## src/rtl/mnsh_ram.sv

```systemverilog
// Generic single write port, single read port RAM with registered read data.
// No dependencies.
module mnsh_ram #(
    parameter int WIDTH = 8,
    parameter int DEPTH = 16
) (
    input  logic                     clk,
    input  logic                     we,
    input  logic [$clog2(DEPTH)-1:0] waddr,
    input  logic [WIDTH-1:0]         wdata,
    input  logic [$clog2(DEPTH)-1:0] raddr,
    output logic [WIDTH-1:0]         rdata
);

    logic [WIDTH-1:0] mem [DEPTH];

    always_ff @(posedge clk)
    begin
        if (we)
        begin
            mem[waddr] <= wdata;
        end
        rdata <= mem[raddr];
    end

endmodule

```

## config.mk

```make
export PLATFORM = sky130hd
export DESIGN_NAME = mnsh_ram
export DESIGN_NICKNAME = d
export VERILOG_FILES = /design/src/rtl/mnsh_ram.sv
export SDC_FILE = /design/constraint.sdc
export NUM_CORES = 1
export LEC_CHECK = 0
export BUFFER_PORTS_ARGS = -buffer_cell sky130_fd_sc_hd__buf_2
export CAP_MARGIN = 20
export CORE_MARGIN = 2
export CORE_UTILIZATION = 51
export DETAILED_ROUTE_END_ITERATION = 16
export PLACE_DENSITY = 0.7
export SETUP_SLACK_MARGIN = 0.02
export SLEW_MARGIN = 0
export SYNTH_ARGS = -nofsm -noshare
export SYNTH_HDL_FRONTEND = slang
export SYNTH_SLANG_ARGS = --single-unit
```

## constraint.sdc

```tcl
create_clock -name clk -period 1.8 [get_ports clk]
set_input_delay 0.09 -clock clk [delete_from_list [all_inputs] [get_ports clk]]
set_output_delay 0.09 -clock clk [all_outputs]
set_load 0.05 [all_outputs]
```

=== Yosys cells after proc, flatten, opt, wreduce, memory -nomap -nowiden ===
Memory sizes are Yosys's and may differ from the RTL's. A register that Yosys moved wholly into a read port is not among the register bits.
Index checks and enable logic that the tools add are counted.

* Flip-flop bits (word level): 0
* Bits in read-only memories: 0
* Output and inout bits: 8
* Input bits: 18
* Bits in latches: 0
* Memories kept: 1
* RAM bits: 128

* Multiplexer cells: 2
* Shift operators: 0
* $add $sub $neg: 0
* Equality and inequality tests: 0
* Bitwise gates (word level): 0
* Div/mod/pow operators: 0
* $mul: 0
* Reduce and logical (&&, ||, !) cells: 0
* Magnitude comparators: 0

{| class="wikitable"
|+ Memory list
! memory !! depth !! bits a word !! rd ports !! clocked after Yosys merged registers in !! wr ports !! line !! RTL
|-
| mem || 16 || 8 || 1 || 1 || 1 || 15 || <nowiki>logic [WIDTH-1:0] mem [DEPTH];</nowiki>
|}

{| class="wikitable"
|+ Operator list
! kind !! count
|-
| 1-bit 2-to-1 mux || 2
|}

=== Depth between registers and ports, before layout ===
Gate-level depths: netlist of the first run.

* Depth after elaboration: 2
* Depth in mapped cells: 5
* Mapped depth without buffers: 3

=== Worst setup path before layout of the first run ===
No wires, ideal clock.

* Path kind: input port to flip-flop
* Start: input port waddr[2]
* End: memory mem[0][0], enable pin
* Library setup time: 0.383 ns
* Data required time: 1.417 ns
* Buffers on the path: 0
* Data arrival time: 1.200 ns
* Cell stages on the path: 2
* Setup slack: 0.217 ns
* Cells stage by stage: or3b_2 -> nor3_1

{| class="wikitable"
|+ RTL lines
! element !! line !! RTL
|-
| start, declared || 9 || <nowiki>input logic [$clog2(DEPTH)-1:0] waddr,</nowiki>
|-
| end, declared || 15 ||
|}

Straight into the memory's write port.

==> reports/qor.txt, run 1 <==
Routed wire length = 9680 um
Slowest Stage Delay on Critical Path = 0.48 ns
HP Start = raddr[3]
DR vias = 2488
Post-layout nets = 310
Ant diodes = 0
I/O Pins = 26
Routed len/inst = 22.1 um
Setup TNS = 0 ns
Period minus WS final = 1.30 ns
Status = complete, no violations
Max Fclk = 768 MHz
Fin cells = 438
Final Hold Vio Count = 0
Seq cells post-synth = 136
Final HPWL DP = 6090 um
Buf/Inv on CP = 0
Sinks on Clock Net = 136
Clock latency on the worst-skew pair = 0.52 ns
Mapped cell area = 5150 um^2
Post-synth top area share = 0.747
Post-Syn Nets = 247
Sequential element share of the synthesized area = 0.778
Post-route DRC = 0
Max-Cap Viols = 0
Least-Margin Pin Slew = 0.425 ns
Syn Area/Cell = 22.5 um^2
Relative slew slack = 0.716
DR pass1 iterations = 4
Worst Reg-to-Reg Cells = 3
Syn-to-layout area delta = 19.8%
Crit. End Element = flip-flop
Final WS setup = 0.498 ns
Clock Path Buffers = 2
Vias in the first global route = 2695
Global-route wire length before repair = 15200 um
VDD IR max = 0.613 mV
R2R Path End = rdata[7]
Post-CTS Resized = 0
Initial antenna violation count = 0
Initial Util = 0.527
Worst Hold Endpoint = rdata[5]
GP Congestion = 0.739
Final setup fails = 0
Clk_skew = 0.00664 ns
DIE WIDTH = 104 um
Placed insts = 398
Post-route ant nets = 0
CTS Buf Count = 17
CTS Root Cell = clkbuf_8
Final hold slack = 0.132 ns
Core area = 9770 um^2
Pwr/cell area = 1160 nW/um^2
Slew Limit Fails = 0
R2r setup slk = 0.50 ns
Final worst path period share = 0.723
Leading post-synthesis cells by cell area = edfxtp_1 (75%), mux4_2 (7.9%), mux4_1 (7.1%), dfxtp_1 (3.1%), a22oi_1 (2.3%)
Worst r2r src = mem[11][7]
Post-synth cell types = 19
CP Launch Type = flip-flop
Commonest cells after routing, fill and taps aside = edfxtp_1 (128), buf_2 (25), buf_4 (19)
H-tree depth = 4
Port bufs = 25
Die Height = 104 um
CP Cell Sequence = mux4_2 -> a22oi_1 -> nand2_1
WHS Path Cells = 5
YS warnings = 0
WP data required = 2.20 ns
Most common cell after layout, fill and taps aside = edfxtp_1
Largest net degree at the start of global routing = 23
Fraction of layout cells with a size suffix above 1 = 0.305
GRT Overall Usage = 0.196
Mapped Cells = 229
1st-iter DRT viols = 151
Global route overflow = 0
Crit Path Class = flip-flop to flip-flop
Worst-path clk slew = 0.06 ns
CP Max Fanout = 1
RSZ-0062 raised after global routing = no
Worst slack, placed = 0.317 ns
Std-Cell Rows = 36
Vias/cell = 5.68
CTS tree = built
Hold WC Path Type = primary input to flip-flop
Critical path's top delay family = multiplexers
WP data arrival = 1.70 ns
Die area = 10900 um^2
Slowest CP cell = mux4_2
Top cell type by total area after synthesis = edfxtp_1
Leakage power = 2.11 nW
-- cells in the mapped netlist (all sizes together) --
| library cell | number |
|---|---|
| a22oi | 16 |
| and2 | 1 |
| and2b | 1 |
| buf | 7 |
| clkdlybuf4s25 | 3 |
| dfxtp | 8 |
| edfxtp | 128 |
| mux4 | 32 |
| nand2 | 9 |
| nand2b | 2 |
| nand3 | 1 |
| nand3b | 2 |
| nor2 | 13 |
| nor2b | 1 |
| nor3 | 4 |
| or3b | 1 |
-- timing repair --
item	4_1_cts	5_1_grt
hold endpoints to repair	128	0
buffers inserted	0	0
hold buffers	8	0
-- registers in the layout (all words and copies together) (netlist names) --
register / cells
rdata: 8
mem: 128
-- worst min-delay path: cells and delay by family --
family	cells	cell delay, ns
AO/OA/AOI/OAI	1	0.10
buffers and inverters	2	0.30
AND/OR/NAND/NOR	2	0.14
-- worst max path at each step --
stage | from | endpoint | slack [ns] | cells past startpoint
2_1_floorplan | waddr[2] | mem[0][0] | 0.22 | 2
3_3_place_gp | raddr[0] | rdata[0] | 0.33 | 5
3_5_place_dp | raddr[0] | rdata[0] | 0.32 | 5
4_1_cts | mem[9][2] | rdata[2] | 0.47 | 3
5_1_grt | mem[11][7] | rdata[7] | 0.44 | 3
6_report | mem[11][7] | rdata[7] | 0.50 | 3
-- final cells by class --
class / count / area (um^2)
Clock inverter: 14 / 134
Sequential cell: 136 / 4000
Tap cell: 133 / 166
Fill cell: 691 / 3610
Multi-Input combinational cell: 83 / 1060
Timing Repair Buffer: 54 / 388
Clock buffer: 18 / 418
-- routing by layer --
metal / global-route usage / vias to the layer above / part of all wire
met5: 0 / - / 0.00052
met4: 0.0801 / 2 / 0.018
met3: 0.0526 / 16 / 0.062
met2: 0.308 / 89 / 0.51
met1: 0.263 / 1282 / 0.41
li1: - / 1099 / -
-- logic make-up after synthesis --
kind of cell | after synthesis | share of synthesized area
buffers and inverters | 10 | 0.0168
flip-flops | 136 | 0.778
AO/OA/AOI/OAI | 16 | 0.0233
multiplexers | 32 | 0.150
AND/OR/NAND/NOR | 35 | 0.0318
-- power by group --
| part | internal (W) | switching [W] |
|---|---|---|
| Clock | 0.00195 | 0.00125 |
| Combinational | 0.000157 | 0.000250 |
| Sequential | 0.00354 | 0.0000246 |
-- stage by stage --
step / area (um^2) / total power, W / utilization
6_report: 6170 / 0.00717 / 0.631
5_1_grt: 6170 / 0.00739 / 0.631
4_1_cts: 6170 / 0.00722 / 0.631
3_5_place_dp: 5540 / 0.00403 / 0.566
3_3_place_gp: 5540 / 0.00402 / 0.566
2_1_floorplan: 5150 / 0.00388 / -
No activity file was read; power rests on OpenSTA's default activity.
==> run 2, diff against run 1 <==
--- a/config.mk
+++ b/config.mk
@@ -10,7 +10,7 @@
 export CORE_MARGIN = 2
 export CORE_UTILIZATION = 51
 export DETAILED_ROUTE_END_ITERATION = 16
-export PLACE_DENSITY = 0.7
+export PLACE_DENSITY = 0.73
 export SETUP_SLACK_MARGIN = 0.02
 export SLEW_MARGIN = 0
 export SYNTH_ARGS = -nofsm -noshare
==> constraint.sdc (replaced) <==
create_clock -name clk -period 1.05 [get_ports clk]
set_input_delay 0.0525 -clock clk [delete_from_list [all_inputs] [get_ports clk]]
set_output_delay 0.0525 -clock clk [all_outputs]
set_load 0.05 [all_outputs]
==> run 2 against run 1 <==
- the run now ends with negative setup slack left
- final cell count increased by 3.4%
- routed wire length grew 1.6%
- power is 73% higher
- clock skew decreased by 0.00052 ns
- die area stayed put
- maximum frequency grew 2.0%
- sequential cell count stayed put
- utilization is 3.2 points higher
- sequential power is 72% higher
- first-iteration DRC count increased by 3.3%
- clock power up 71%
==> reports/qor.txt, run 2 (same netlist as run 1, synthesis figures left out) <==
Status = finished with violations
Failing checks = negative setup slack
Final WS setup = -0.226 ns (-0.724 ns)
GRT Overall Usage = 0.200 (+0.00353)
Clock Path Buffers = 2 (unchanged)
CP Launch Type = flip-flop
CP Cell Sequence = mux4_2 -> a22oi_1 -> nand2_1
Final worst path period share = 1.22 (+0.492)
Most common cell after layout, fill and taps aside = edfxtp_1
Std-Cell Rows = 36 (unchanged)
Routed len/inst = 21.7 um (-1.7%)
Sequential power share = 0.493 (-0.005)
CTS tree = built
HP Start = waddr[1]
Die area = 10900 um^2 (unchanged)
Final HPWL DP = 6390 um (+4.9%)
Hold WC Path Type = primary input to flip-flop
Post-layout nets = 325 (+4.8%)
Max reg flops = 128 (unchanged)
Routed wire length = 9840 um (+1.6%)
Largest net degree at the start of global routing = 17 (-26%)
Core area = 9770 um^2 (unchanged)
Slowest Stage Delay on Critical Path = 0.47 ns (about the same)
Die Height = 104 um (unchanged)
Clock latency on the worst-skew pair = 0.52 ns (about the same)
P_sw = 0.00254 W (+67%)
Gate power share = 0.069 (+0.012)
DR vias = 2497 (+0.36%)
Syn-to-layout area delta = 25.8%
Worst-path clk slew = 0.06 ns (about the same)
Internal power = 0.00989 W (+75%)
R2r setup slk = -0.23 ns (-0.72 ns)
Critical path's top delay family = multiplexers
Initial antenna violation count = 0 (unchanged)
Period minus WS final = 1.28 ns (-0.0258 ns)
Vias/cell = 5.51 (-3.0%)
Buf/Inv on CP = 0 (unchanged)
Worst r2r src = mem[8][1]
Sinks on Clock Net = 136 (unchanged)
Global route overflow = 0 (unchanged)
1st-iter DRT viols = 156 (+3.3%)
DR pass1 iterations = 4 (unchanged)
Largest reg by FF count = mem
WP data required = 1.45 ns (-0.75 ns)
Final Core Density = 0.663 (+0.0316)
Initial Util = 0.527 (unchanged)
Ant diodes = 0 (unchanged)
Max Fclk = 784 MHz (+2.0%)
Commonest cells after routing, fill and taps aside = edfxtp_1 (128), mux4_2 (30), buf_4 (28)
DIE WIDTH = 104 um (unchanged)
Top Registers = mem: 128 flops, rdata: 8 flops
Leakage power = 2.19 nW (+4.1%)
Crit Path Class = flip-flop to flip-flop
CTS Root Cell = clkbuf_8
I/O Pins = 26 (unchanged)
Post-layout power = 0.0124 W (+73%)
Slowest CP cell = mux4_2
Vias in the first global route = 2642 (-2.0%)
GP Congestion = 0.743 (+0.51%)
Crit. End Element = flip-flop
Relative slew slack = 0.443 (-0.273)
Final Hold Vio Count = 0 (unchanged)
Least-Margin Pin Slew = 0.832 ns (+0.407 ns)
Switch share = 0.204 (-0.00789)
Clk_skew = 0.00613 ns (-0.000516 ns)
CP Max Fanout = 1 (unchanged)
Global-route wire length before repair = 15300 um (+0.55%)
RSZ-0062 raised after global routing = yes
VDD IR max = 1.00 mV (+64%)
Clk network pwr share = 0.437 (-0.009)
Fill cells = 647 (-6.4%)
H-tree depth = 4 (unchanged)
Slew Limit Fails = 0 (unchanged)
Post-route ant nets = 0 (unchanged)
Final setup fails = 12 (+12)
Fraction of layout cells with a size suffix above 1 = 0.441 (+0.136)
Worst Setup SP = mem[8][1]
Post-route DRC = 0 (unchanged)
Max-Cap Viols = 0 (unchanged)
Port bufs = 25 (unchanged)
Pwr/cell area = 1920 nW/um^2 (+65%)
WP data arrival = 1.68 ns (-0.02 ns)
CTS Buf Count = 17 (unchanged)
==> run 2: through the flow <==
step | area [um^2] | setup WS, ns | hold WS, ns | std cells | TNS [ns]
6_report | 6480 | -0.226 | 0.115 | 453 | -1.66
5_1_grt | 6480 | -0.259 | 0.119 | 453 | -2.24
4_1_cts | 6470 | -0.255 | 0.0970 | 453 | -2.04
3_5_place_dp | 5740 | -0.424 | 0.452 | 413 | -19.40
3_3_place_gp | 5740 | -0.394 | 0.442 | 413 | -17.79
2_1_floorplan | 5180 | -0.136 | 0.151 | 229 | -1.81
==> run 2: what timing repair did <==
item                       CTS  global route
pin swaps                    1             4
gates resized for setup     34             8
hold endpoints to repair   128             0
buffers inserted             0             0
setup endpoints to repair   16            16
hold buffers                 8             0
==> run 2: area by class of cell <==
cell class              count  area, um^2  share of cell area
clock buffers              23         447              0.0690
clock inverters             9         100              0.0155
multi-input cells          83        1100               0.170
flip-flops and latches    136        4020               0.620
well taps                 133         166              0.0257
repair buffers             69         648               0.100
==> run 2: worst paths after layout <==
| kind | depth (start not counted) | endpoint |
|---|---|---|
| max | 3 | rdata[1] |
| min | 4 | mem[0][1] |
| max reg2reg | 3 | rdata[1] |
| min reg2reg | 3 | rdata[3] |
==> run 2: power groups by stage <==
stage | Combinational (W) | Sequential (W) | Clock [W]
2_1_floorplan | 0.000332 | 0.00634 | 0
4_1_cts | 0.000861 | 0.00613 | 0.00553
3_3_place_gp | 0.000744 | 0.00622 | 0
3_5_place_dp | 0.000764 | 0.00622 | 0
5_1_grt | 0.000917 | 0.00614 | 0.00580
6_report | 0.000861 | 0.00614 | 0.00544
==> run 2: layer usage <==
layer | share of wire | GRT usage | up-vias
met4 | 0.015 | 0.0763 | 0
li1 | - | - | 1119
met2 | 0.52 | 0.316 | 106
met5 | 0 | 0 | -
met3 | 0.086 | 0.0589 | 16
met1 | 0.38 | 0.264 | 1256
==> run 2: worst reg2reg max path, cell delays in order (launching register included) <==
cell	delay, ns
edfxtp_1	0.40
mux4_2	0.47
a22oi_1	0.21
nand2_1	0.08
==> run 3, diff against run 2 <==
--- a/config.mk
+++ b/config.mk
@@ -7,12 +7,11 @@
 export LEC_CHECK = 0
 export BUFFER_PORTS_ARGS = -buffer_cell sky130_fd_sc_hd__buf_2
 export CAP_MARGIN = 20
-export CORE_MARGIN = 2
 export CORE_UTILIZATION = 51
+export CTS_BUF_LIST = sky130_fd_sc_hd__clkbuf_2
 export DETAILED_ROUTE_END_ITERATION = 16
 export PLACE_DENSITY = 0.73
 export SETUP_SLACK_MARGIN = 0.02
-export SLEW_MARGIN = 0
 export SYNTH_ARGS = -nofsm -noshare
 export SYNTH_HDL_FRONTEND = slang
 export SYNTH_SLANG_ARGS = --single-unit
==> run 3 against run 2 <==
- die area is 3.8% lower
- sequential power hardly changed
- first-iteration DRC count is 12% lower
- critical path type unchanged
- the run ends with negative hold slack, negative setup slack left
- largest cell class unchanged
- final cell count is 1.8% higher
- sequential cell count stayed put
- worst hold slack worse by 0.13 ns
- count of clock-buffer cells in the layout is 1 lower
==> reports/qor.txt, run 3 (same netlist as run 1, synthesis figures left out) <==
Status = finished with violations
Failing checks = negative hold slack, negative setup slack
Setup TNS = -2.75 ns (-1.10 ns)
DIE WIDTH = 102 um (-1.9%)
Slowest Stage Delay on Critical Path = 0.47 ns (about the same)
I/O Pins = 26 (unchanged)
Global-route wire length before repair = 14300 um (-6.5%)
Crit. End Element = flip-flop
Routed wire length = 9290 um (-5.6%)
CTS Buf Count = 17 (unchanged)
Die area = 10500 um^2 (-3.8%)
CP Launch Type = flip-flop
Top Registers = mem: 128 flops, rdata: 8 flops
DR vias = 2537 (+1.6%)
Routed len/inst = 20.2 um (-7.2%)
Die Height = 102 um (-1.9%)
Initial Util = 0.527 (unchanged)
Max-Cap Viols = 0 (unchanged)
Fraction of layout cells with a size suffix above 1 = 0.446 (+0.00586)
Syn-to-layout area delta = 20.2%
Period minus WS final = 1.27 ns (-0.00412 ns)
Clk_skew = 0.0265 ns (+0.0204 ns)
GRT Overall Usage = 0.203 (+0.00331)
Final HPWL DP = 6040 um (-5.5%)
Relative slew slack = 0.372 (-0.0709)
Post-layout nets = 333 (+2.5%)
Least-Margin Pin Slew = 0.938 ns (+0.106 ns)
Slowest CP cell = mux4_2
DR pass1 iterations = 4 (unchanged)
Sinks on Clock Net = 136 (unchanged)
Final worst path period share = 1.21 (-0.00393)
Fill cells = 703 (+8.7%)
Hold Buf Count CTS = 14 (+6)
WP data required = 1.59 ns (+0.14 ns)
Critical path's top delay family = multiplexers
CP Max Fanout = 1 (unchanged)
Commonest cells after routing, fill and taps aside = edfxtp_1 (128), mux4_2 (31), buf_4 (29)
Worst-path clk slew = 0.17 ns (+0.11 ns)
VDD IR max = 0.519 mV (-48%)
GP Congestion = 0.736 (-0.89%)
CTS Root Cell = clkbuf_2
Clock Path Buffers = 2 (unchanged)
Final Hold Vio Count = 5 (+5)
Finished Cell Area = 6190 um^2 (-4.5%)
Core area = 9770 um^2 (unchanged)
Vias in the first global route = 2596 (-1.7%)
Final setup fails = 16 (+4)
Crit Path Class = flip-flop to flip-flop
Std-Cell Rows = 36 (unchanged)
Pwr/cell area = 1490 nW/um^2 (-23%)
H-tree depth = 4 (unchanged)
Initial antenna violation count = 0 (unchanged)
Most common cell after layout, fill and taps aside = edfxtp_1
Max reg flops = 128 (unchanged)
Hold WC Path Type = primary input to flip-flop
Largest reg by FF count = mem
Slew Limit Fails = 0 (unchanged)
Post-route DRC = 0 (unchanged)
Global route overflow = 0 (unchanged)
RSZ-0062 raised after global routing = yes
Placed insts = 415 (+0.48%)
Final hold slack = -0.0136 ns (-0.128 ns)
Vias/cell = 5.50 (-0.16%)
CTS tree = built
Port bufs = 25 (unchanged)
WP data arrival = 1.81 ns (+0.13 ns)
1st-iter DRT viols = 137 (-12%)
Final WS setup = -0.222 ns (+0.00412 ns)
Max Fclk = 786 MHz (+0.32%)
Post-route ant nets = 0 (unchanged)
CP Cell Sequence = mux4_2 -> a22oi_2 -> nand2_1
Buf/Inv on CP = 0 (unchanged)
Leakage power = 2.08 nW (-5.3%)
Largest net degree at the start of global routing = 18 (+1)
DP Area = 5770 um^2 (+0.48%)
Fin cells = 461 (+1.8%)
Clock latency on the worst-skew pair = 0.65 ns (+0.13 ns)
-- run 3: changes by cell type in the layout (fill, tap and decap cells not counted), moves of 2 or more --
cell           previous run  this run
a22oi_1                   9         5
clkinv_1                  0         6
bufinv_16                 2         0
clkinvlp_4                2         0
clkbuf_2                  0        22
dlygate4sd3_1             8        14
clkbuf_16                16         0
a22oi_2                   7        11
clkbuf_1                  5         0
clkbuf_8                  2         0
clkinv_2                  5         3
-- run 3: final timing paths --
path	depth (start not counted)	slack [ns]	from	to
setup / recovery	3	-0.22	mem[2][2]	rdata[2]
hold / removal	4	-0.01	waddr[3]	mem[0][1]
setup reg to reg	3	-0.22	mem[2][2]	rdata[2]
hold reg to reg	3	0.69	mem[7][4]	rdata[4]
-- run 3: layout make-up --
type / instances / area, um^2 / area share
flip-flops and latches: 136 / 4020 / 0.649
diodes: 1 / 2.50 / 0.000404
clock buffers: 22 / 110 / 0.0178
clock inverters: 9 / 37.5 / 0.00607
repair buffers: 77 / 739 / 0.120
multi-input cells: 83 / 1110 / 0.180
well taps: 133 / 166 / 0.0269
-- run 3: stage by stage --
step | power, W | setup slack [ns] | utilization
2_1_floorplan | 0.00667 | -0.136 | -
3_3_place_gp | 0.00697 | -0.399 | 0.591
3_5_place_dp | 0.00699 | -0.410 | 0.591
4_1_cts | 0.00928 | -0.260 | 0.631
5_1_grt | 0.00957 | -0.291 | 0.633
6_report | 0.00919 | -0.222 | 0.633
-- run 3: power by group --
part / total [W] / internal, W / switching, W
registers: 0.00612 / 0.00607 / 0.0000512
logic: 0.000907 / 0.000430 / 0.000477
clock network: 0.00216 / 0.000591 / 0.00157
-- run 3: worst min-delay path, cell delays in order --
cell and delay, ns:
buf_2 0.09, or3b_4 0.15, nor3_4 0.05, buf_12 0.13
-- run 3: repair_timing --
action | CTS | global route
pin swaps | 4 | 4
gates resized for setup | 40 | 8
endpoints found under the hold margin | 187 | 20
buffers inserted | 0 | 0
gates cloned | 0 | 0
endpoints found under the setup margin | 16 | 16
-- run 3: layer usage --
metal / track usage / part of all wire
met1: 0.255 / 0.39
met2: 0.325 / 0.52
met3: 0.0643 / 0.071
met4: 0.0923 / 0.016
met5: 0 / 0
