**config.mk**
```make
export PLATFORM = sky130hd
export DESIGN_NAME = mnsh_cell
export DESIGN_NICKNAME = d
export VERILOG_FILES = /design/src/rtl/mnsh_pkg.sv /design/src/rtl/mnsh_cell.sv
export SDC_FILE = /design/constraint.sdc
export NUM_CORES = 1
export LEC_CHECK = 0
export BUFFER_PORTS_ARGS = -buffer_cell sky130_fd_sc_hd__buf_2
export CAP_MARGIN = 20
export CORE_UTILIZATION = 49
export DETAILED_ROUTE_END_ITERATION = 12
export GPL_TIMING_DRIVEN = 0
export PLACE_DENSITY = 0.76
export SLEW_MARGIN = 20
export SYNTH_ARGS = -nofsm -noshare
export SYNTH_HDL_FRONTEND = slang
export SYNTH_SLANG_ARGS = --single-unit
```
**constraint.sdc**
```tcl
create_clock -name clk -period 2.95 [get_ports clk]
set_input_delay 0.1475 -clock clk [delete_from_list [all_inputs] [get_ports clk]]
set_output_delay 0.1475 -clock clk [all_outputs]
set_load 0.05 [all_outputs]
```
**src/rtl/mnsh_pkg.sv**
```systemverilog
// Shared types, sizes and codes for the majority node structural hash unit.
// No dependencies; mnsh_cell, the unit and the testbench refer to it by scoped names.
package mnsh_pkg;

    localparam int NODE_W       = 12;
    localparam int CODE_W       = NODE_W + 1;           // node index plus inversion bit
    localparam int OPERANDS     = 3;
    localparam int KEY_W        = OPERANDS * CODE_W;
    localparam int SORT_STEPS   = 2 * OPERANDS - 1;     // inject three, drain two
    localparam int STEP_W       = $clog2(SORT_STEPS);

    localparam int NODE_LIMIT   = 4096;
    localparam int NEXT_W       = $clog2(NODE_LIMIT + 1);

    // Table size is always a power of two, so the hash index is a mask.
    localparam int TABLE_ADDR_W = 12;
    localparam int TABLE_SLOTS  = 1 << TABLE_ADDR_W;

    // Hash: h = k ^ (k >> 17); h = (h * mult) mod 2^48; h ^= h >> 21.
    localparam int          HASH_W      = 48;
    localparam int          HASH_SHIFT1 = 17;
    localparam int          HASH_SHIFT2 = 21;
    localparam int          MULT_W      = 32;
    localparam logic [31:0] HASH_MULT   = 32'h9E37_79B1;
    localparam int          HASH_SPLIT  = 24;           // low part of the key per multiply
    localparam int          KEY_HI_W    = KEY_W - HASH_SPLIT;
    localparam int          PROD_HI_W   = HASH_W - HASH_SPLIT;

    localparam logic [1:0] ACT_MAJ = 2'd0;
    localparam logic [1:0] ACT_AND = 2'd1;
    localparam logic [1:0] ACT_OR  = 2'd2;
    localparam logic [1:0] ACT_PI  = 2'd3;

    localparam logic [1:0] OUT_SIMPLIFIED = 2'd0;
    localparam logic [1:0] OUT_FOUND      = 2'd1;
    localparam logic [1:0] OUT_NEW        = 2'd2;
    localparam logic [1:0] OUT_FULL       = 2'd3;

    typedef struct packed {
        logic [1:0]        action;
        logic [NODE_W-1:0] first_node;
        logic              first_inverted;
        logic [NODE_W-1:0] second_node;
        logic              second_inverted;
        logic [NODE_W-1:0] third_node;
        logic              third_inverted;
    } in_item_t;

    typedef struct packed {
        logic [NODE_W-1:0] result_node;
        logic              result_inverted;
        logic [1:0]        outcome;
        logic              constant_in_use;
    } out_item_t;

    // Operand code moving along the sorting chain.
    typedef struct packed {
        logic              valid;
        logic [CODE_W-1:0] code;
    } code_tok_t;

    typedef struct packed {
        logic              valid;
        logic [KEY_W-1:0]  key;
        logic [NODE_W-1:0] node;
    } slot_t;

endpackage

```
**src/rtl/mnsh_cell.sv**
```systemverilog
// One cell of the insertion sort chain: keeps the smallest code it has seen
// and hands the larger one to its right neighbor. Uses mnsh_pkg.
module mnsh_cell (
    input  logic               clk,
    input  logic               rst_n,
    input  logic               clear,
    input  mnsh_pkg::code_tok_t shift_in,
    output mnsh_pkg::code_tok_t shift_out,
    output mnsh_pkg::code_tok_t held
);

    mnsh_pkg::code_tok_t held_reg;
    mnsh_pkg::code_tok_t held_next;
    mnsh_pkg::code_tok_t out_reg;
    mnsh_pkg::code_tok_t out_next;

    always_comb
    begin
        held_next      = held_reg;
        out_next       = shift_in;
        out_next.valid = 1'b0;
        if (clear)
        begin
            held_next.valid = 1'b0;
        end
        else if (shift_in.valid)
        begin
            if (!held_reg.valid)
            begin
                held_next = shift_in;
            end
            else if (shift_in.code < held_reg.code)
            begin
                held_next = shift_in;
                out_next  = held_reg;
            end
            else
            begin
                out_next = shift_in;
            end
        end
    end

    always_ff @(posedge clk or negedge rst_n)
    begin
        if (!rst_n)
        begin
            held_reg <= '0;
            out_reg  <= '0;
        end
        else
        begin
            held_reg <= held_next;
            out_reg  <= out_next;
        end
    end

    assign shift_out = out_reg;
    assign held      = held_reg;

endmodule

```
# [Word-level counts from Yosys, hierarchy flattened]
# Index checks and enable logic that the tools add are counted.
[op_classes] n_reduce_logical=2 eq_ne=1 mux=8 n_lt_le_gt_ge=1 bitwise=1
[op_table] operator="14-bit two-way mux" n=4
[op_table] operator="13-bit two-way mux" n=3
[op_table] operator="13-bit < comparator" n=1
[op_table] operator="3-bit AND reduction" n=1
[op_table] operator="2-bit by 1-bit inequality test with 1-bit output (second input constant)" n=1
[op_table] operator="2-bit nonzero test" n=1
[op_table] operator="1-bit two-way mux" n=1
[op_table] operator="1-bit NOT" n=1
[word_totals] reg_bits=28 output_inout_bits=28 inputBits=17

# [Depth between registers and ports, before layout]
# Gate-level depths: netlist of the first run.
[depth] word_depth=5 mapped_depth=8

# [Least setup slack after synthesis of the first run]
# OpenSTA, ideal clock, no wires.
[synth_timing] path_type="register -> register" start="register held_reg, in the netlist held[12]" end="register held_reg, in the netlist held[0]" period_less_slack_ns=2.619 slack_ns=0.331 t_arrival_ns=2.491 setup_time_ns=0.128 stages_incl_launch_ff=9 cell_sequence="dfrtp_1 inv_1 ha_1 nand4_1 a211o_1 a311o_1 a31oi_4 buf_6 mux2_1"
[synth_between] elab_chain_len=3
[synth_lines] element="from (decl)" line="mnsh_cell.sv:12" text="mnsh_pkg::code_tok_t held_reg;"
[synth_lines] element="from (signal assigned)" line="mnsh_cell.sv:53" text="held_reg <= held_next;"
[synth_lines] element="13-bit < comparator" line="mnsh_cell.sv:32" text="else if (shift_in.code < held_reg.code)"
[synth_lines] element="2-bit by 1-bit inequality test with 1-bit output (no line)"
[synth_lines] element="3-bit AND reduction (no line)"
# Every way passes these cells.
# A chain may end at the register's enable or synchronous reset.

# [Worst setup path in the final report of the first run]
[layout_timing] start="register held_reg, in the netlist held[12]" end="register held_reg, in the netlist held[9]"
# The elaborated chain is that of the path after synthesis.

==> out/results.md, run 1 <==
| Group | Quantity | This run |
| --- | --- | --- |
| run status | Outcome | finished, final reports clean |
| place | Hpwl dp | 1.88 mm |
| sta | Clk_skew | 3.46 ps |
| setup path | Worst EP required | 3180 ps |
| pwr | Standby leakage power | 0.860 nW |
| drt | Via-per-instance ratio | 5.18 |
| pwr | Switching power as a share of total power | 43.8% |
| setup path | Setup crit start kind | flip-flop |
| die | Starting density of the core | 53.5% |
| place | Post-Place Worst Slack | 451 ps |
| synthesis | Synth Instances | 105 |
| global routing | Largest net degree at the start of global routing | 29 |
| synthesis | Largest cells by area after synthesis | sky130_fd_sc_hd__dfrtp_1 51%, sky130_fd_sc_hd__mux2_2 13%, sky130_fd_sc_hd__ha_1 11% |
| die | Die span in x | 54.7 um |
| sta | Worst relative slew slack | 59.1% |
| sta | Transition time of the tightest slew-check pin | 614 ps |
| finish | Layout area overhead | 24.3% |
| place | DP Cell Count | 179 |
| global routing | Wire length of the first global-routing pass | 3.94 mm |
| synthesis | Leading post-synthesis cells by instance count | 28 x sky130_fd_sc_hd__dfrtp_1, 16 x sky130_fd_sc_hd__mux2_2, 14 x sky130_fd_sc_hd__inv_1 |
| place | Gp weighted congestion | 0.703 |
| synthesis | Sequential-to-total area share from yosys stat | 51.5% |
| synthesis | Yosys reg bits | 28 |
| pwr | Power per cell area | 817 nW/um2 |
| drt | Total detailed-routing wirelength | 2.52 mm |
| global routing | Total overflow reported by the global router | 0 |
| die | Full die area | 2990 um2 |
| finish | Layout cells sized above 1 | 43.9% |
| sta | Final setup violating endpoints | 0 |
| sta | Fmax achieved | 0.399 GHz |
| place | Port Buffer Count | 44 |
| synthesis | Post-synth top area cell | sky130_fd_sc_hd__dfrtp_1 |
| global routing | Number of global-route vias before repair | 880 |
| synthesis | Most frequently used cell type in the post-synthesis netlist | sky130_fd_sc_hd__dfrtp_1 |
| sta | Final total negative setup slack | 0 ps |
| pwr | Switching power | 0.000606 W |
| cts | Max clock buf depth | 2 |
| synthesis | Synth top area share | 51.5% |
| cts | Clock tree from TritonCTS | done |
| sta | Time the worst path needs with I/O delays and setup | 2510 ps |
| setup path | Largest fanout of any net on the critical path | 10 |
| cts | Clock slew seen by the registers of the worst setup and hold paths | 150 ps |
| pwr | Clk network pwr share | 18.6% |
| synthesis | Total standard cell area after synthesis | 1360 um2 |
| cts | Total CTS buffers | 3 |
| sta | Worst setup slack after layout | 442 ps |
| setup path | Critical path endpoint category | flip-flop |
| cts | TritonCTS sink count | 28 |
| synthesis | Main flop type after synthesis | sky130_fd_sc_hd__dfrtp_1 |
| die | Ports placed on the boundary | 45 |
| setup path | Worst setup path category | reg -> reg |
| drt | Average detailed-routed wire length per instance | 13.6 um |
| drt | Vias after detailed routing | 958 |
| global routing | Number of antenna violations at the first check in global routing | 0 |
| finish | Layout Nets | 185 |
| finish | Antenna Diode Count | 0 |
| synthesis | Number of nets produced by synthesis | 134 |
| synthesis | Post-synth EDFFs | 0 |
| pwr | IR Drop Worst-Case VDD | 0.000563 V |
| drt | Number of nets with antenna violations after routing | 0 |
| global routing | Global routing usage summed across all routing layers | 19.1% |
| synthesis | Number of distinct standard cells referenced by the synthesized netlist | 20 |
| hold path | HP Class | in -> reg |
| synthesis | Number of warnings issued by yosys | 0 |
| die | Chip Height | 54.7 um |
| finish | Final std cells w/o fill | 185 |
| pwr | Fraction of power consumed by combinational cells | 44.0% |
| drt | Drt initial violations | 7 |
| pwr | Internal Pwr Total | 0.000776 W |
| cts | Root Driver | sky130_fd_sc_hd__clkbuf_4 |
| flow run | Total of max-cap violations | 0 |
| drt | Initial DRT Pass Iterations | 3 |
| cts | Clock latency reported for the late side of the worst-skew pair | 330 ps |
| cts | Count of H-tree levels built during CTS | 1 |
| sta | Max Transition Viols Final | 0 |
| cts | PostCTS Resize Cnt | 0 |
| die | Area inside the core boundary | 2540 um2 |
| synthesis | Per-instance average area after synthesis | 13.0 um2 |
| sta | Count of final hold-check violations | 0 |
| drt | Count of unresolved DRC violations after routing | 0 |
| die | Site row count | 18 |
| pwr | Sequential cell fraction of total power | 37.4% |
| sta | Final critical-path share of the clock period | 85.0% |
| setup path | Arrival time at the worst endpoint | 2740 ps |
| sta | Unrepaired setup endpoints after global routing | false |
| synthesis | Post-synth ARST share | 100% |
==> final cells by class <==
type / count / area [um2]
Tap cell: 30 / 37.5
Clock inverter: 1 / 30.0
Timing Repair Buffer: 46 / 240
Inverter: 14 / 52.6
Multi-Input combinational cell: 61 / 589
Fill cell: 213 / 853
Clock buffer: 3 / 22.5
Buffer: 2 / 18.8
Sequential cell: 28 / 701
==> stage by stage <==
| stage | power, W | hold WS (ps) | instance area, um2 | utilization (%) |
|---|---|---|---|---|
| after floorplan | 0.000980 | -148 | 1360 | - |
| after global placement | 0.00112 | 190 | 1620 | 63.6 |
| after detailed placement | 0.00113 | 197 | 1620 | 63.6 |
| after CTS | 0.00139 | 34.2 | 1690 | 66.5 |
| after global routing | 0.00146 | 26.4 | 1690 | 66.5 |
| final | 0.00138 | 33.2 | 1690 | 66.5 |
==> worst max-delay path, cell delays in order, from the launching register on <==
cell                      delay, ps
sky130_fd_sc_hd__dfrtp_1        410
sky130_fd_sc_hd__inv_1           50
sky130_fd_sc_hd__ha_1           310
sky130_fd_sc_hd__nand4_1        150
sky130_fd_sc_hd__a211o_1        300
sky130_fd_sc_hd__a311o_1        370
sky130_fd_sc_hd__a31oi_4        270
sky130_fd_sc_hd__buf_6          200
sky130_fd_sc_hd__mux2_1         340
==> per-layer routing <==
metal  track usage (%)  vias to the layer above  share of wire (%)
met1              24.0                      449                 44
met2              31.5                       32                 49
met3              3.33                        7                5.1
li1                  -                      470                  -
met5                 0                        -                  0
met4              8.55                        0                1.9
==> what timing repair did <==
item	CTS	global route
setup endpoints to repair	0	0
setup buffers	0	0
endpoints found under the hold margin	29	0
hold buffers	2	0
==> cell usage in the layout (no fill, tap or decap) <==
| cell | n |
|---|---|
| sky130_fd_sc_hd__nand4_1 | 2 |
| sky130_fd_sc_hd__buf_6 | 1 |
| sky130_fd_sc_hd__mux2_2 | 16 |
| sky130_fd_sc_hd__buf_2 | 44 |
| sky130_fd_sc_hd__ha_1 | 12 |
| sky130_fd_sc_hd__bufinv_16 | 1 |
| sky130_fd_sc_hd__or3_1 | 1 |
| sky130_fd_sc_hd__inv_1 | 14 |
| sky130_fd_sc_hd__a211oi_1 | 1 |
| sky130_fd_sc_hd__dfrtp_1 | 28 |
| sky130_fd_sc_hd__buf_4 | 1 |
| sky130_fd_sc_hd__a31oi_4 | 1 |
| sky130_fd_sc_hd__a311o_1 | 1 |
| sky130_fd_sc_hd__nand2b_1 | 1 |
| sky130_fd_sc_hd__o221a_2 | 1 |
| sky130_fd_sc_hd__o211ai_1 | 1 |
| sky130_fd_sc_hd__nand2_1 | 2 |
| sky130_fd_sc_hd__a211o_1 | 1 |
| sky130_fd_sc_hd__o21ai_0 | 2 |
| sky130_fd_sc_hd__dlygate4sd3_1 | 2 |
| sky130_fd_sc_hd__mux2_1 | 10 |
| sky130_fd_sc_hd__clkbuf_4 | 3 |
| sky130_fd_sc_hd__a21oi_1 | 3 |
| sky130_fd_sc_hd__nor2_1 | 6 |
==> power by group through the flow <==
| stage | logic (W) | registers (W) | clock network [W] |
|---|---|---|---|
| 2_1_floorplan | 0.000188 | 0.000792 | 0 |
| 3_3_place_gp | 0.000597 | 0.000519 | 0 |
| 3_5_place_dp | 0.000609 | 0.000526 | 0 |
| 4_1_cts | 0.000614 | 0.000518 | 0.000260 |
| 5_1_grt | 0.000653 | 0.000532 | 0.000273 |
| 6_report | 0.000608 | 0.000516 | 0.000257 |
==> path summary, 6_finish.rpt <==
| kind | from | endpoint | slack (ps) | cells past startpoint |
|---|---|---|---|---|
| worst min-delay path | shift_in[13] | held[13]$_DFFE_PN0P_ | 30 | 3 |
| min in group asynchronous | rst_n | shift_out[1]$_DFF_PN0_ | 340 | 2 |
| worst min register to register | held[6]$_DFFE_PN0P_ | held[6]$_DFFE_PN0P_ | 560 | 1 |
| worst max-delay path | held[12]$_DFFE_PN0P_ | held[9]$_DFFE_PN0P_ | 440 | 8 |
| worst max register to register | held[12]$_DFFE_PN0P_ | held[9]$_DFFE_PN0P_ | 440 | 8 |
| max in group asynchronous | rst_n | held[9]$_DFFE_PN0P_ | 2220 | 2 |
==> kinds of logic after synthesis <==
| group | Yosys count | synth area share, % |
|---|---|---|
| buffers and inverters | 16 | 5.24 |
| adder cells (fa/ha/maj) | 12 | 11.0 |
| flip-flops | 28 | 51.5 |
| AO/OA/AOI/OAI | 11 | 6.71 |
| multiplexers | 26 | 21.5 |
| AND/OR/NAND/NOR | 12 | 4.04 |
Power figures use the tool's default switching activity.
==> inputs of run 2 (changes only) <==
- RECOVER_POWER: unset -> 100
==> out/results.md, run 2 (synthesized netlist as in run 1, its figures left out) <==
| Group | Quantity | This run | Delta |
| --- | --- | --- | --- |
| finish | Layout Nets | 185 | unchanged |
| sta | Fmax achieved | 0.382 GHz | was 0.399 GHz |
| sta | Worst relative slew slack | 2.78% | was 59.1% |
| die | Die span in x | 54.7 um | unchanged |
| drt | Count of unresolved DRC violations after routing | 0 | unchanged |
| global routing | Number of global-route vias before repair | 880 | unchanged |
| die | Starting density of the core | 53.5% | unchanged |
| setup path | Cell mode on critical path | sky130_fd_sc_hd__nand4_1 |  |
| finish | Post-route design area | 1650 um2 | was 1690 um2 |
| setup path | Worst setup path category | reg -> reg | unchanged |
| global routing | Number of antenna violations at the first check in global routing | 0 | unchanged |
| hold path | Worst Hold Path EP | held[13]$_DFFE_PN0P_ | unchanged |
| die | Full die area | 2990 um2 | unchanged |
| flow run | Total of max-cap violations | 0 | unchanged |
| sta | Time the worst path needs with I/O delays and setup | 2610 ps | was 2510 ps |
| cts | Clock slew seen by the registers of the worst setup and hold paths | 160 ps | was 150 ps |
| cts | Clock latency reported for the late side of the worst-skew pair | 330 ps | about the same |
| global routing | Wire length of the first global-routing pass | 3.94 mm | unchanged |
| setup path | Largest fanout of any net on the critical path | 10 | unchanged |
| finish | Antenna Diode Count | 0 | unchanged |
| sta | Transition time of the tightest slew-check pin | 1460 ps | was 614 ps |
| pwr | IR Drop Worst-Case VDD | 0.000552 V | was 0.000563 V |
| drt | Via-per-instance ratio | 5.19 | was 5.18 |
| setup path | Reg-to-reg slack, setup | 340 ps | was 440 ps |
| setup path | Critical R2R Launch | held[12]$_DFFE_PN0P_ | unchanged |
| drt | Initial DRT Pass Iterations | 4 | was 3 |
| finish | Layout area overhead | 21.4% | was 24.3% |
| setup path | Crit Reg-Reg Endpoint | shift_out[8]$_DFF_PN0_ | was held[9]$_DFFE_PN0P_ |
| finish | Leading cell type in the layout, fill and taps excluded | sky130_fd_sc_hd__clkbuf_1 | was sky130_fd_sc_hd__buf_2 |
| cts | Root Driver | sky130_fd_sc_hd__clkbuf_4 | unchanged |
| sta | Clk_skew | 1.99 ps | was 3.46 ps |
| setup path | Setup crit start kind | flip-flop | unchanged |
| hold path | HP Class | in -> reg | unchanged |
| die | Area inside the core boundary | 2540 um2 | unchanged |
| cts | Count of H-tree levels built during CTS | 1 | unchanged |
| setup path | Maximum single-stage delay on the critical path | 420 ps | was 410 ps |
| drt | Average detailed-routed wire length per instance | 13.6 um | about the same |
| die | Site row count | 18 | unchanged |
| pwr | Standby leakage power | 0.778 nW | was 0.860 nW |
| setup path | Slowest CP cell | sky130_fd_sc_hd__dfrtp_1 | unchanged |
| cts | PostCTS Resize Cnt | 0 | unchanged |
| finish | Final design utilization | 64.9% | was 66.5% |
| setup path | List of cells traversed by the critical path | inv_1 > ha_1 > nand4_1 > a211o_1 > a311o_1 > nand4_1 > clkbuf_2 > mux2_2 | was inv_1 > ha_1 > nand4_1 > a211o_1 > a311o_1 > a31oi_4 > buf_6 > mux2_1 |
| setup path | Arrival time at the worst endpoint | 2850 ps | was 2740 ps |
| global routing | Total overflow reported by the global router | 0 | unchanged |
| global routing | Largest net degree at the start of global routing | 29 | unchanged |
| cts | Clock tree from TritonCTS | done | unchanged |
| place | Hpwl dp | 1.88 mm | unchanged |
| sta | Final total negative setup slack | 0 ps | unchanged |
| die | Ports placed on the boundary | 45 | unchanged |
| setup path | Crit path buf inv count | 2 | unchanged |
| setup path | Worst EP required | 3190 ps | was 3180 ps |
| sta | Max Transition Viols Final | 0 | unchanged |
| pwr | Power per cell area | 823 nW/um2 | was 817 nW/um2 |
| die | Chip Height | 54.7 um | unchanged |
| cts | Total CTS buffers | 3 | unchanged |
| sta | Count of final hold-check violations | 0 | unchanged |
| drt | Total detailed-routing wirelength | 2.51 mm | was 2.52 mm |
| sta | Final setup violating endpoints | 0 | unchanged |
| pwr | Tot Pwr | 0.00136 W | was 0.00138 W |
| cts | Post-CTS setup buffer count | 0 | unchanged |
| drt | Vias after detailed routing | 961 | was 958 |
| finish | Commonest non-fill, non-tap cells in the layout | 29 x sky130_fd_sc_hd__clkbuf_1, 28 x sky130_fd_sc_hd__dfrtp_1, 16 x sky130_fd_sc_hd__mux2_2, 15 x sky130_fd_sc_hd__buf_2, 14 x sky130_fd_sc_hd__inv_1 | was 44 x sky130_fd_sc_hd__buf_2, 28 x sky130_fd_sc_hd__dfrtp_1, 16 x sky130_fd_sc_hd__mux2_2, 14 x sky130_fd_sc_hd__inv_1, 12 x sky130_fd_sc_hd__ha_1 |
| place | Post-place instance area | 1620 um2 | unchanged |
| cts | Max clock buf depth | 2 | unchanged |
| place | Port Buffer Count | 44 | unchanged |
| global routing | Global routing usage summed across all routing layers | 19.1% | unchanged |
| setup path | Critical path endpoint category | flip-flop | unchanged |
| drt | Number of nets with antenna violations after routing | 0 | unchanged |
| place | Gp weighted congestion | 0.703 | unchanged |
| hold path | Startpoint of the tightest hold check path | shift_in[13] | unchanged |
| hold path | Depth of the worst hold-timing path | 3 | unchanged |
| setup path | Worst path top cell family by delay | compound AO/OA/AOI/OAI gates | unchanged |
| drt | Drt initial violations | 5 | was 7 |
| cts | TritonCTS sink count | 28 | unchanged |
| cts | Hold buffer count at CTS | 2 | unchanged |
| finish | Layout cells sized above 1 | 25.2% | was 43.9% |
| sta | Final critical-path share of the clock period | 88.6% | was 85.0% |
| setup path | Number of cell instances on the worst register-to-register path | 8 | unchanged |
| run status | Outcome | finished, final reports clean | unchanged |
| sta | Unrepaired setup endpoints after global routing | false | unchanged |
-- run 2: worst max path at each step --
stage | from | endpoint | cells after the start
6_report | held[12]$_DFFE_PN0P_ | shift_out[8]$_DFF_PN0_ | 8
4_1_cts | held[12]$_DFFE_PN0P_ | shift_out[10]$_DFF_PN0_ | 8
3_5_place_dp | held[12]$_DFFE_PN0P_ | shift_out[10]$_DFF_PN0_ | 8
2_1_floorplan | held[12]$_DFFE_PN0P_ | held[0]$_DFFE_PN0P_ | 8
3_3_place_gp | held[12]$_DFFE_PN0P_ | shift_out[5]$_DFF_PN0_ | 8
5_1_grt | held[12]$_DFFE_PN0P_ | shift_out[11]$_DFF_PN0_ | 8
-- run 2: through the flow --
stage | instances | hold WS, ps | worst slack (ps)
detailed placement | 179 | 197 | 451
floorplan | 105 | -148 | 331
global placement | 179 | 190 | 524
global route | 185 | 26.4 | 158
CTS | 185 | 34.2 | 422
finish | 185 | 36.4 | 336
-- run 2: final cells by class --
type                    instances  area [um2]
plain buffers                   2        16.3
clock buffers                   3        22.5
clock inverters                 1        30.0
fillers                       226         892
inverters                      14        52.6
multi-input cells              61         589
flip-flops and latches         28         701
well taps                      30        37.5
repair buffers                 46         204
-- run 2: power breakdown --
group | switching (W) | leakage, nW | internal, W
registers | 0.0000599 | 0.329 | 0.000459
clock network | 0.000119 | 0.0279 | 0.000137
logic | 0.000429 | 0.420 | 0.000157
total | 0.000607 | 0.778 | 0.000753
-- run 2: tightest hold or removal path, delay by kind of cell --
kind	cells	cell delay [ps]
buf+inv	1	90
simple gates	2	110
-- run 2: per-layer routing --
layer  routed length (um)  vias to the layer above  global-route usage (%)
met3                  128                        7                    3.33
met1                 1110                      450                    24.0
met4                   49                        0                    8.55
met2                 1220                       33                    31.5
met5                    0                        -                       0
li1                     -                      471                       -
